--- config.mk ---
export PLATFORM = sky130hd
export DESIGN_NAME = etic_ctrl
export DESIGN_NICKNAME = d
export VERILOG_FILES = /design/src/etic_pkg.sv /design/src/etic_ctrl.sv
export SDC_FILE = /design/constraint.sdc
export NUM_CORES = 1
export LEC_CHECK = 0
export BUFFER_PORTS_ARGS = -buffer_cell sky130_fd_sc_hd__buf_2
export CAP_MARGIN = 15
export CELL_PAD_IN_SITES_DETAIL_PLACEMENT = 0
export CELL_PAD_IN_SITES_GLOBAL_PLACEMENT = 2
export CORE_MARGIN = 1.5
export CORE_UTILIZATION = 22
export CTS_BUF_LIST = sky130_fd_sc_hd__clkbuf_4
export DETAILED_ROUTE_END_ITERATION = 12
export HOLD_SLACK_MARGIN = 0.15
export MAX_ROUTING_LAYER = met4
export PLACE_DENSITY_LB_ADDON = 0.1
export SETUP_SLACK_MARGIN = 0.15
export SYNTH_ARGS = -nofsm -noshare
export SYNTH_HDL_FRONTEND = slang
export SYNTH_SLANG_ARGS = --single-unit
--- constraint.sdc ---
create_clock -name clock -period 1.6 [get_ports clock]
set_input_delay 0.48 -clock clock [delete_from_list [all_inputs] [get_ports clock]]
set_output_delay 0.48 -clock clock [all_outputs]
set_load 0.005 [all_outputs]
--- src/etic_pkg.sv ---
// Package for the energy-triggered IQ capture block.
// Sizes, codes, state types and controller/datapath structs; no dependencies.
package etic_pkg;

   localparam int RECORD_DEPTH     = 65536;
   localparam int CALIB_BUFFERS    = 20;
   localparam int MAX_BUFFER_PAIRS = 65536;

   localparam int FUNC_W     = 2;
   localparam int SAMPLE_W   = 8;
   localparam int ADDR_W     = 16;
   localparam int EV_W       = 3;
   localparam int FACTOR_W   = 8;
   localparam int STORE_W    = 2 * SAMPLE_W;
   localparam int STORE_AW   = $clog2(RECORD_DEPTH);
   localparam int LEN_W      = $clog2(RECORD_DEPTH + 1);
   localparam int POS_W      = $clog2(MAX_BUFFER_PAIRS + 1);
   localparam int THR_W      = 21;
   localparam int POWER_W    = 17;
   localparam int SUM_W      = 34;
   localparam int MEAN_W     = 17;
   localparam int MED_W      = MEAN_W + 1;
   localparam int PROD_W     = THR_W + POS_W;
   localparam int THR_PROD_W = FACTOR_W + MED_W;
   localparam int THR_SHIFT  = 5;
   localparam int CNT_W      = $clog2(CALIB_BUFFERS + 1);
   localparam int MED_LO     = (CALIB_BUFFERS - 1) / 2;
   localparam int MED_HI     = CALIB_BUFFERS / 2;
   localparam int DIV_CNT_W  = $clog2(SUM_W + 1);

   localparam int CSR_AW = 3;
   localparam int CSR_DW = 32;
   localparam logic [FACTOR_W-1:0] FACTOR_RESET = 8'd64;
   localparam logic [CSR_AW-1:0]   REG_FACTOR   = 3'd0;

   localparam logic [FUNC_W-1:0] FUNC_PAIR   = 2'd0;
   localparam logic [FUNC_W-1:0] FUNC_RESUME = 2'd1;
   localparam logic [FUNC_W-1:0] FUNC_READ   = 2'd2;

   localparam logic [EV_W-1:0] EV_NONE         = 3'd0;
   localparam logic [EV_W-1:0] EV_CALIBRATED   = 3'd1;
   localparam logic [EV_W-1:0] EV_REC_START    = 3'd2;
   localparam logic [EV_W-1:0] EV_REC_EXTEND   = 3'd3;
   localparam logic [EV_W-1:0] EV_REC_DONE     = 3'd4;
   localparam logic [EV_W-1:0] EV_LISTENING    = 3'd5;

   typedef enum logic [2:0] {
      MODE_INIT,
      MODE_CAL,
      MODE_LISTEN,
      MODE_REC,
      MODE_PAUSE
   } mode_type;

   typedef enum logic [3:0] {
      ST_IDLE,
      ST_EXEC,
      ST_MUL,
      ST_EOB,
      ST_DIV,
      ST_INS,
      ST_THR,
      ST_THRW,
      ST_FIN
   } ctrl_state_type;

   typedef struct packed {
      logic [FUNC_W-1:0]   func;
      logic [SAMPLE_W-1:0] i_sample;
      logic [SAMPLE_W-1:0] q_sample;
      logic                last;
      logic [ADDR_W-1:0]   read_address;
   } req_payload_type;

   typedef struct packed {
      logic [EV_W-1:0]     event_res;
      logic [LEN_W-1:0]    recorded_pairs;
      logic [THR_W-1:0]    threshold_level;
      logic [SAMPLE_W-1:0] read_i;
      logic [SAMPLE_W-1:0] read_q;
   } rsp_payload_type;

   typedef struct packed {
      logic accept;
      logic exec;
      logic mul;
      logic div_start;
      logic insert;
      logic thr_mul;
      logic thr_set;
      logic eob;
      logic finish;
   } ctrl_cmd_type;

   typedef struct packed {
      logic last_pair;
      logic calibrating;
      logic calib_last;
      logic div_busy;
   } dp_status_type;

endpackage

--- src/etic_ctrl.sv ---
// Sequencing state machine: steps the datapath through one request at a time.
// Depends on etic_pkg.
module etic_ctrl
   import etic_pkg::*;
(
   input  logic          clock,
   input  logic          reset,
   input  logic          req_valid,
   output logic          req_ready,
   output logic          rsp_valid,
   input  logic          rsp_ready,
   input  dp_status_type status,
   output ctrl_cmd_type  cmd
);

   ctrl_state_type state_ff, state_in;
   logic           rsp_valid_ff, rsp_valid_in;
   logic           out_free;

   assign out_free = !rsp_valid_ff || rsp_ready;

   always_comb begin
      state_in = state_ff;
      case (state_ff)
         ST_IDLE: begin
            if (req_valid) state_in = ST_EXEC;
         end
         ST_EXEC: begin
            state_in = status.last_pair ? ST_MUL : ST_FIN;
         end
         ST_MUL: begin
            state_in = status.calibrating ? ST_DIV : ST_EOB;
         end
         ST_DIV: begin
            if (!status.div_busy) state_in = ST_INS;
         end
         ST_INS: begin
            state_in = status.calib_last ? ST_THR : ST_FIN;
         end
         ST_THR:  state_in = ST_THRW;
         ST_THRW: state_in = ST_FIN;
         ST_EOB:  state_in = ST_FIN;
         ST_FIN: begin
            if (out_free) state_in = ST_IDLE;
         end
         default: state_in = ST_IDLE;
      endcase
   end

   always_comb begin
      cmd          = '0;
      rsp_valid_in = rsp_valid_ff && !rsp_ready;
      case (state_ff)
         ST_IDLE: cmd.accept = req_valid;
         ST_EXEC: cmd.exec = 1'b1;
         ST_MUL: begin
            cmd.mul       = 1'b1;
            cmd.div_start = status.calibrating;
         end
         ST_INS:  cmd.insert = !status.div_busy;
         ST_THR:  cmd.thr_mul = 1'b1;
         ST_THRW: cmd.thr_set = 1'b1;
         ST_EOB:  cmd.eob = 1'b1;
         ST_FIN: begin
            cmd.finish = out_free;
            if (out_free) rsp_valid_in = 1'b1;
         end
         default: cmd = '0;
      endcase
   end

   always_ff @(posedge clock) begin
      if (reset) begin
         state_ff     <= ST_IDLE;
         rsp_valid_ff <= 1'b0;
      end else begin
         state_ff     <= state_in;
         rsp_valid_ff <= rsp_valid_in;
      end
   end

   assign req_ready = (state_ff == ST_IDLE);
   assign rsp_valid = rsp_valid_ff;

endmodule

==> impl_metrics.tcl, run 1 <==
set metrics [dict create \
    final_cells 86 \
    viasPerCell 4.802 \
    max_freq_mhz 615.3 \
    status "complete, but fails checks" \
    syn_area_um2 334.1 \
    antenna_found_initial 0 \
    dp_worst_setup_slack_ns 0.07914 \
    dieArea_mm2 0.001761 \
    hold_slack_ns 0.4599 \
    critPathMaxFanout 7 \
    worst_slew_pin_slew_ns 0.2376 \
    yosys-top-cells-count "dfxtp_1 (5), nand2b_1 (5), nor2_1 (4), nor3_1 (4)" \
    worstHoldStart "reset" \
    r2r_end "state_ff[0]" \
    synth_edf_count 0 \
    synthAdderAreaFrac 0 \
    worst-r2r-cell-count 4 \
    row_count 13 \
    grt_pass1_wl_um 1718 \
    critPathKind "register to output pin" \
    dp.cells 74 \
    required_ns 1.12 \
    holdPathStages 2 \
    htreeDepth 1 \
    rsz0062_at_grt "yes" \
    initial_core_util 0.2475 \
    synth_xor_area_frac 0 \
    drive_above_1_share 0.6761 \
    fin_ws_ns -0.02517 \
    setup_viol 3 \
    ys.flop_type "dfxtp_1" \
    setup.worst_path.end_class "output pin" \
    r2r_start "state_ff[2]" \
    synth_top_family_by_area "simple AND/OR/NAND/NOR gates" \
    synth_compound_area_frac 0.1910 \
    power_density_mw_per_mm2 651.6 \
    fin_util 0.4439 \
    synth.top_cell.area_share 0.2996 \
    synthCells 42 \
    grt_pass1_vias 405 \
    critPathLaunchType "register" \
    hpwl_um 693.8 \
    yosysSeqAreaShare 0.2996 \
    core_mm2 0.001350 \
    insertion_delay_ns 0.24 \
    placed_cell_area_um2 440.4 \
    n_fill_cell 152 \
    drtIter0Drc 7 \
    grt_max_degree 9 \
    fp.dieH_um 41.97 \
    clk_path_buf_depth 2 \
    hold_end "state_ff[0]" \
    ys_warn_count 0 \
    wl_per_cell_um 12.19 \
    place_congestion 0.7860 \
    design_area_um2 599.3 \
    path_clk_slew_ns 0.04 \
    skew_ns 0.0003492 \
    async_reset_ff_frac 0 \
    num-nets-final 80 \
    via_count 413 \
    synth.distinct_cells 22 \
    overflow 0 \
    syn_nets 50 \
    irDropWorstVdd_v 0.0003188 \
    drc 0 \
    finalHoldViolCount 0 \
    min_path_type "input port to register" \
    synth_top_cell_by_area "dfxtp_1" \
    chipWidth_um 41.97 \
    yosys-top-cells-area "dfxtp_1 (30%), nand2b_1 (9.4%), nor3_1 (6.0%), nor2b_1 (5.6%), a2111oi_2 (4.5%)" \
    tritoncts "built" \
    synth.ff_latch_count 5 \
    violations "negative setup slack" \
    first_pass_iters 4 \
    ant_nets 0 \
    ios 19 \
    finalCritPeriodShare 1.016 \
    synthMuxAreaShare 0.02996 \
    synthSimpleGateAreaFrac 0.4195 \
    io_buffer_count 18 \
    drt_wl_total_um 1048 \
    slew_violations 0 \
    crit_arrival_ns 1.15 \
    cap_viol_max_count 0 \
    finalCriticalPeriod_ns 1.625 \
    avgSynthCellArea_um2 7.954 \
    root_buffer "clkbuf_4" \
    cts.sinks 5 \
    slew_headroom 0.8402 \
    grt_util_all_layers 0.1388 \
    leakage_nw 0.2750 \
    area_delta_synth_final_pct 79.40 \
    cts_inserted_buffers 3 \
    r2r_setup_slack_ns 0.34 \
    diodes 0 \
]
registers in the layout, indices dropped and copies added (netlist names):
register,count
state_ff,4
rsp_valid,1
routing by layer:
metal / up-vias / global-route usage / routed length [um]
met4: 0 / 0.1161 / 10
met1: 186 / 0.1462 / 432
li1: 208 / - / -
met3: 2 / 0.04783 / 79
met2: 17 / 0.2063 / 526
met5: - / - / 0
cells by family (layout without fill, tap and decap cells):
| kind of cell | Yosys count | after routing |
|---|---|---|
| AOI/OAI and AO/OA | 8 | 8 |
| buffers and inverters | 3 | 32 |
| and+or+nand+nor | 25 | 25 |
| DFF | 5 | 5 |
| muxes | 1 | 1 |
layout by cell type, fill, tap and decap left out:
cell type and count:
nand2_2 1, a2111oi_2 1, a31o_2 1, nand2_1 2
a21oi_1 1, clkbuf_4 4, nand3_2 1, and2_1 2
o211ai_1 1, nor2_4 1, inv_1 1, nor4_4 1
nor3_2 2, dfxtp_1 1, a21o_1 1, o21ai_0 1
buf_4 9, mux2i_1 1, nor4_1 1, dfxtp_4 4
nor2_1 1, nor2_2 2, nor2b_1 3, o31ai_1 1
a21boi_0 1, nand2b_4 3, nor3_1 2, nand2b_1 3
buf_2 18
repair_timing:
item / CTS / global route
hold buffers: 0 / 0
pin swaps: 3 / 1
endpoints found under the setup margin: 10 / 10
setup buffers: 7 / 1
cloned: 0 / 0
resized for setup: 16 / 3
report_power, final:
group,switching [mW],internal [mW],leakage (nW)
Sequential,0.0150,0.127,0.0436
Clock,0.0522,0.111,0.0184
Combinational,0.0351,0.0495,0.213
stage by stage:
stage                     setup TNS (ns)  total power, mW
after floorplan                        0           0.1781
after global placement                 0           0.2068
after detailed placement               0           0.2072
after CTS                       -0.04438           0.3971
after global routing             -0.4204           0.4251
final                           -0.03367           0.3905
how the worst max path moves through the flow:
stage,slack [ns],from,end,cells past startpoint
floorplan,0.17,state_ff[1],cmd[8],3
global placement,0.07,state_ff[2],cmd[5],4
detailed placement,0.08,state_ff[2],cmd[5],4
CTS,-0.03,state_ff[3],cmd[8],3
global route,-0.12,state_ff[2],cmd[8],3
finish,-0.03,state_ff[2],cmd[0],5
worst max-delay path, stage by stage, from the launching register on:
cell and delay, ns:
dfxtp_4 0.37, buf_4 0.15, nor2_4 0.07, nand3_2 0.09
nor2b_1 0.11, buf_2 0.12
final cells by class:
| type | instances | area (um2) | area share |
|---|---|---|---|
| clock buffer | 4 | 30.03 | 0.05010 |
| inverter | 1 | 3.754 | 0.006263 |
| multi-input combinational | 34 | 274.0 | 0.4572 |
| sequential | 5 | 115.1 | 0.1921 |
| tap | 15 | 18.77 | 0.03132 |
| timing repair buffer | 27 | 157.7 | 0.2630 |
No activity file was read; power rests on OpenSTA's default activity.
==> run 2: changes to the inputs <==
--- a/config.mk
+++ b/config.mk
@@ -5,12 +5,14 @@
 export SDC_FILE = /design/constraint.sdc
 export NUM_CORES = 1
 export LEC_CHECK = 0
+export ABC_AREA = 1
 export BUFFER_PORTS_ARGS = -buffer_cell sky130_fd_sc_hd__buf_2
 export CAP_MARGIN = 15
 export CELL_PAD_IN_SITES_DETAIL_PLACEMENT = 0
 export CELL_PAD_IN_SITES_GLOBAL_PLACEMENT = 2
+export CORE_ASPECT_RATIO = 1.25
 export CORE_MARGIN = 1.5
-export CORE_UTILIZATION = 22
+export CORE_UTILIZATION = 21
 export CTS_BUF_LIST = sky130_fd_sc_hd__clkbuf_4
 export DETAILED_ROUTE_END_ITERATION = 12
 export HOLD_SLACK_MARGIN = 0.15
==> run 2 against run 1 <==
- the flow now finishes without violations
- sequential share of layout area shrank 2.4 points
- synthesized area grew 15%
- fmax grew 2.9%
- clock skew is essentially flat
- die area grew 19%
- count of clock-buffer cells in the layout is the same
- setup slack gained 0.046 ns
- critical path depth grew 1
- register-to-register slack lost 0.09 ns
- critical endpoint is now cmd[5]
==> impl_metrics.tcl, run 2 <==
set metrics [dict create \
    final_cell_mix "buf_2 (17), nor2_1 (12), buf_4 (11)" \
    slowest_delay_ns 0.35 \
    ant_nets 0 \
    antenna_found_initial 0 \
    initial_core_util 0.2202 \
    viasPerCell 4.181 \
    setup_tns_ns 0 \
    finalHoldViolCount 0 \
    power_density_mw_per_mm2 833.3 \
    grt_pass1_vias 487 \
    layout_commonest_cell "buf_2" \
    setup.worst_path.end_class "output pin" \
    cap_viol_max_count 0 \
    synth_edf_count 0 \
    r2r_start "state_ff[3]" \
    max_freq_mhz 633.3 \
    worst_slew_pin_slew_ns 0.2058 \
    crit_arrival_ns 1.10 \
    ys.flop_type "dfxtp_1" \
    path_cells "nor2_4 > nand3_2 > inv_2 > nand2_2 > inv_2 > buf_6" \
    critPathKind "register to output pin" \
    wl_met1_um 447 \
    avgSynthCellArea_um2 6.097 \
    first_pass_iters 2 \
    syn_area_um2 384.1 \
    drt_wl_total_um 1103 \
    yosys-top-cells-area "dfxtp_1 (26%), nor2_1 (14%), nand3_1 (9.1%), inv_1 (8.8%), nand2_1 (6.8%)" \
    fin_util 0.3917 \
    slew_headroom 0.8623 \
    yosysMostFrequentCell "nor2_1" \
    cts_inserted_buffers 3 \
    hpwl_um 821.9 \
    drive_above_1_share 0.6289 \
    insertion_delay_ns 0.23 \
    critPathBufInv 3 \
    holdPathStages 2 \
    min_path_type "input port to register" \
    grt_pass1_wl_um 1794 \
    tritoncts "built" \
    via_count 485 \
    synth.distinct_cells 16 \
    r2r_setup_slack_ns 0.25 \
    yosys-top-cells-count "nor2_1 (14), inv_1 (9), nand2_1 (7), nand3_1 (7)" \
    drc 0 \
    place_congestion 0.7582 \
    finalCritPeriodShare 0.9869 \
    synth.ff_latch_count 5 \
    area_delta_synth_final_pct 77.85 \
    hold_end "state_ff[3]" \
    cp_top_family "flip-flops" \
    ys_warn_count 0 \
    diodes 0 \
    htreeDepth 1 \
    grt_util_all_layers 0.1228 \
    critPathLaunchType "register" \
    top_layer "met3" \
    leakage_nw 0.3718 \
    r2r_end "state_ff[3]" \
    overflow 0 \
    largest_reg_flops 4 \
    rsz0062_at_grt "yes" \
    clk_path_buf_depth 2 \
    path_clk_slew_ns 0.04 \
    wl_per_cell_um 9.509 \
    syn_nets 71 \
    row_count 17 \
    critPathMaxFanout 5 \
    finalCriticalPeriod_ns 1.579 \
    dieArea_mm2 0.002096 \
    core_mm2 0.001744 \
    wl_met3_um 45 \
    wl_met2_um 610 \
    critical-path-slowest-cell "dfxtp_4" \
    skew_ns 0.0007703 \
    fp.dieH_um 50.82 \
    cts.sinks 5 \
    synthCells 63 \
    async_reset_ff_frac 0 \
    worstHoldStart "reset" \
    grt_max_degree 8 \
    root_buffer "clkbuf_4" \
    chipWidth_um 41.26 \
    yosysSeqAreaShare 0.2606 \
    worst-r2r-cell-count 9 \
    hold_buffers 0 \
    drtIter0Drc 6 \
    ios 19 \
    required_ns 1.12 \
    regMostFlops "state_ff" \
    num-nets-final 106 \
    setup_viol 0 \
    slew_violations 0 \
    critPathMostFrequentCell "inv_2" \
    irDropWorstVdd_v 0.0002541 \
    status "finished, final reports clean" \
    synth_top_cell_by_area "dfxtp_1" \
    synth.top_cell.area_share 0.2606 \
    io_buffer_count 18 \
]
-- run 2: area by class of cell --
class,instances,area (um2)
well taps,19,23.77
repair buffers,30,190.2
multi-input cells,44,266.5
clock buffers,4,30.03
flip-flops and latches,5,115.1
inverters,14,57.56
fillers,209,1061
-- run 2: layer usage --
metal	vias up	GRT usage
met4	0	0.04839
met5	-	-
li1	261	-
met1	214	0.1475
met2	10	0.2083
met3	0	0
-- run 2: timing repair --
| action | in CTS | in global routing |
|---|---|---|
| pin swaps | 7 | 5 |
| hold endpoints to repair | 0 | 0 |
| gates resized for setup | 14 | 9 |
| setup endpoints to repair | 10 | 10 |
| buffers inserted | 8 | 4 |
-- run 2: report_power, final --
group	internal [mW]	leakage, nW	switching [mW]	total, mW
sequential	0.141	0.0437	0.0278	0.168
combinational	0.125	0.310	0.119	0.245
clock	0.111	0.0184	0.0453	0.156
-- run 2: cell families (layout without fill, tap and decap cells) --
logic type / count (synthesis) / after routing / share of synthesized area
AOI/OAI and AO/OA: 4 / 4 / 0.08469
DFF: 5 / 5 / 0.2606
and+or+nand+nor: 40 / 40 / 0.5179
buffers and inverters: 14 / 48 / 0.1368
-- run 2: through the flow --
step	power (mW)	instance area, um2	worst slack [ns]	instances	hold slack, ns
5_1_grt	0.6197	683.2	-0.04673	116	0.4646
3_5_place_dp	0.3246	498.0	0.1715	100	0.5451
2_1_floorplan	0.2638	384.1	0.3331	63	0.5280
6_report	0.5692	683.2	0.02104	116	0.4757
4_1_cts	0.5395	628.1	-0.003997	112	0.4700
3_3_place_gp	0.3285	498.0	0.1831	100	0.5379
-- run 2: how the worst max path moves through the flow --
stage | from | endpoint | cells after the start
final | state_ff[2] | cmd[5] | 6
after global routing | state_ff[2] | cmd[5] | 6
after CTS | state_ff[3] | cmd[5] | 6
after detailed placement | state_ff[3] | cmd[5] | 6
after global placement | state_ff[1] | cmd[8] | 4
after floorplan | state_ff[3] | cmd[5] | 5
==> run 3: changes to the inputs <==
==> constraint.sdc (replaced) <==
create_clock -name clock -period 1.6 [get_ports clock]
set_input_delay 0.48 -clock clock [delete_from_list [all_inputs] [get_ports clock]]
set_output_delay 0.48 -clock clock [all_outputs]
set_load 0.05 [all_outputs]
==> run 3 against run 2 <==
- critical endpoint is now cmd[7]
- sequential share of layout area fell by 2.1 points
- fmax fell by 4.4%
- via count rose by 2.5%
- the run now ends with negative setup slack left
- combinational power rose by 58%
- register-to-register slack improved by 0.17 ns
- global-route usage rose by 1.8 points
- highest routed layer unchanged
- total power rose by 23%
==> impl_metrics.tcl, run 3 (same netlist as run 2, synthesis figures left out) <==
set metrics [dict create \
    drtIter0Drc 2 \
    area_delta_synth_final_pct 104.9 \
    tritoncts "built" \
    grt_max_degree 8 \
    grt_pass1_wl_um 1994 \
    required_ns 1.12 \
    regArea_um2 116.4 \
    initial_core_util 0.2202 \
    path_clk_slew_ns 0.05 \
    drc 0 \
    drt_wl_total_um 1175 \
    hpwl_um 894.9 \
    dp.cells 106 \
    cap_viol_max_count 0 \
    setup_viol 7 \
    io_buffer_count 18 \
    fin_ws_ns -0.05091 \
    dieArea_mm2 0.002096 \
    ios 19 \
    slew_violations 0 \
    cts_inserted_buffers 3 \
    layout_commonest_cell "buf_4" \
    drive_above_1_share 0.6563 \
    design_area_um2 787.0 \
    multiInputGateArea_um2 314.1 \
    violations "negative setup slack" \
    fp.dieH_um 50.82 \
    r2r_setup_slack_ns 0.42 \
    cts.sinks 5 \
    setup.worst_path.end_class "output pin" \
    overflow 0 \
    max_freq_mhz 605.7 \
    grt_pass1_vias 493 \
    irDropWorstVdd_v 0.0006240 \
    num-nets-final 105 \
    regMostFlops "state_ff" \
    wl_per_cell_um 10.22 \
    root_buffer "clkbuf_4" \
    finalHoldViolCount 0 \
    crit_arrival_ns 1.17 \
    finalCritPeriodShare 1.032 \
    ant_nets 0 \
    critPathLaunchType "register" \
    chipWidth_um 41.26 \
    viasPerCell 4.322 \
    via_count 497 \
    critPathKind "register to output pin" \
    design_power_total_mw 0.6984 \
    row_count 17 \
    worst_slew_pin_slew_ns 0.2442 \
    skew_ns 0.006075 \
    finalCriticalPeriod_ns 1.651 \
    status "complete, but fails checks" \
    htreeDepth 1 \
    final_cell_mix "buf_4 (11), inv_1 (9), nor2_4 (8), nor2_1 (8), buf_2 (8)" \
    diodes 0 \
    antenna_found_initial 0 \
    largest_reg_flops 4 \
    hold_slack_ns 0.4467 \
    core_mm2 0.001744 \
    slew_headroom 0.8366 \
    hold_buffers 0 \
    critPathMaxFanout 4 \
    rsz0062_at_grt "yes" \
    final_cells 115 \
    min_path_type "input port to register" \
    grt_util_all_layers 0.1411 \
    leakage_nw 0.3899 \
    first_pass_iters 2 \
    clk_path_buf_depth 2 \
    placed_cell_area_um2 609.3 \
    place_congestion 0.6295 \
    n_fill_cell 203 \
    insertion_delay_ns 0.25 \
    power_density_mw_per_mm2 887.5 \
]
==> run 3: cell types whose count changed in the layout (fill, tap and decap cells not counted), sizes merged <==
cell / before / now
inv: 14 / 13
clkinv: 0 / 2
buf: 30 / 28
==> run 3: routing by layer <==
metal,share of wire,global-route usage
met1,0.39,0.1653
met5,0,-
met4,0,0.01613
met3,0.062,0.05217
met2,0.55,0.2318
==> run 3: worst paths after layout <==
path	startpoint	end	cells after the start
setup / recovery	state_ff[3]	cmd[7]	4
hold reg to reg	state_ff[0]	rsp_valid	3
hold / removal	reset	state_ff[0]	2
setup reg to reg	state_ff[3]	state_ff[3]	7
==> run 3: area by class of cell <==
class	instances	area share
multi-input combinational	44	0.3990
timing repair buffer	29	0.3084
sequential	5	0.1479
inverter	14	0.07949
tap	19	0.03021
clock buffer	3	0.02862
clock inverter	1	0.006359
==> run 3: timing repair <==
action                     CTS  global route
gates resized for setup     28             9
hold endpoints to repair     0             0
setup endpoints to repair   10            10
pin swaps                    1             3
buffers inserted             3             2
==> run 3: per-stage QoR <==
stage	setup TNS, ns	util	setup WS [ns]
after floorplan	0	-	0.09482
final	-0.2127	0.4512	-0.05091
after global placement	0	0.3494	0.03769
after detailed placement	0	0.3494	0.04488
after global routing	-0.7875	0.4512	-0.1166
after CTS	-0.4055	0.4268	-0.07486
==> run 3: power by group <==
part / internal, mW / switching, mW / leakage (nW)
Clock: 0.0907 / 0.0566 / 0.0177
Sequential: 0.140 / 0.0241 / 0.0441
Combinational: 0.149 / 0.238 / 0.328
Total: 0.380 / 0.319 / 0.390
==> run 3: critical path: stages (launching register included) <==
cell and delay (ns):
dfxtp_4 0.37, nor2_4 0.15, inv_1 0.11, nor3_4 0.12, buf_6 0.18
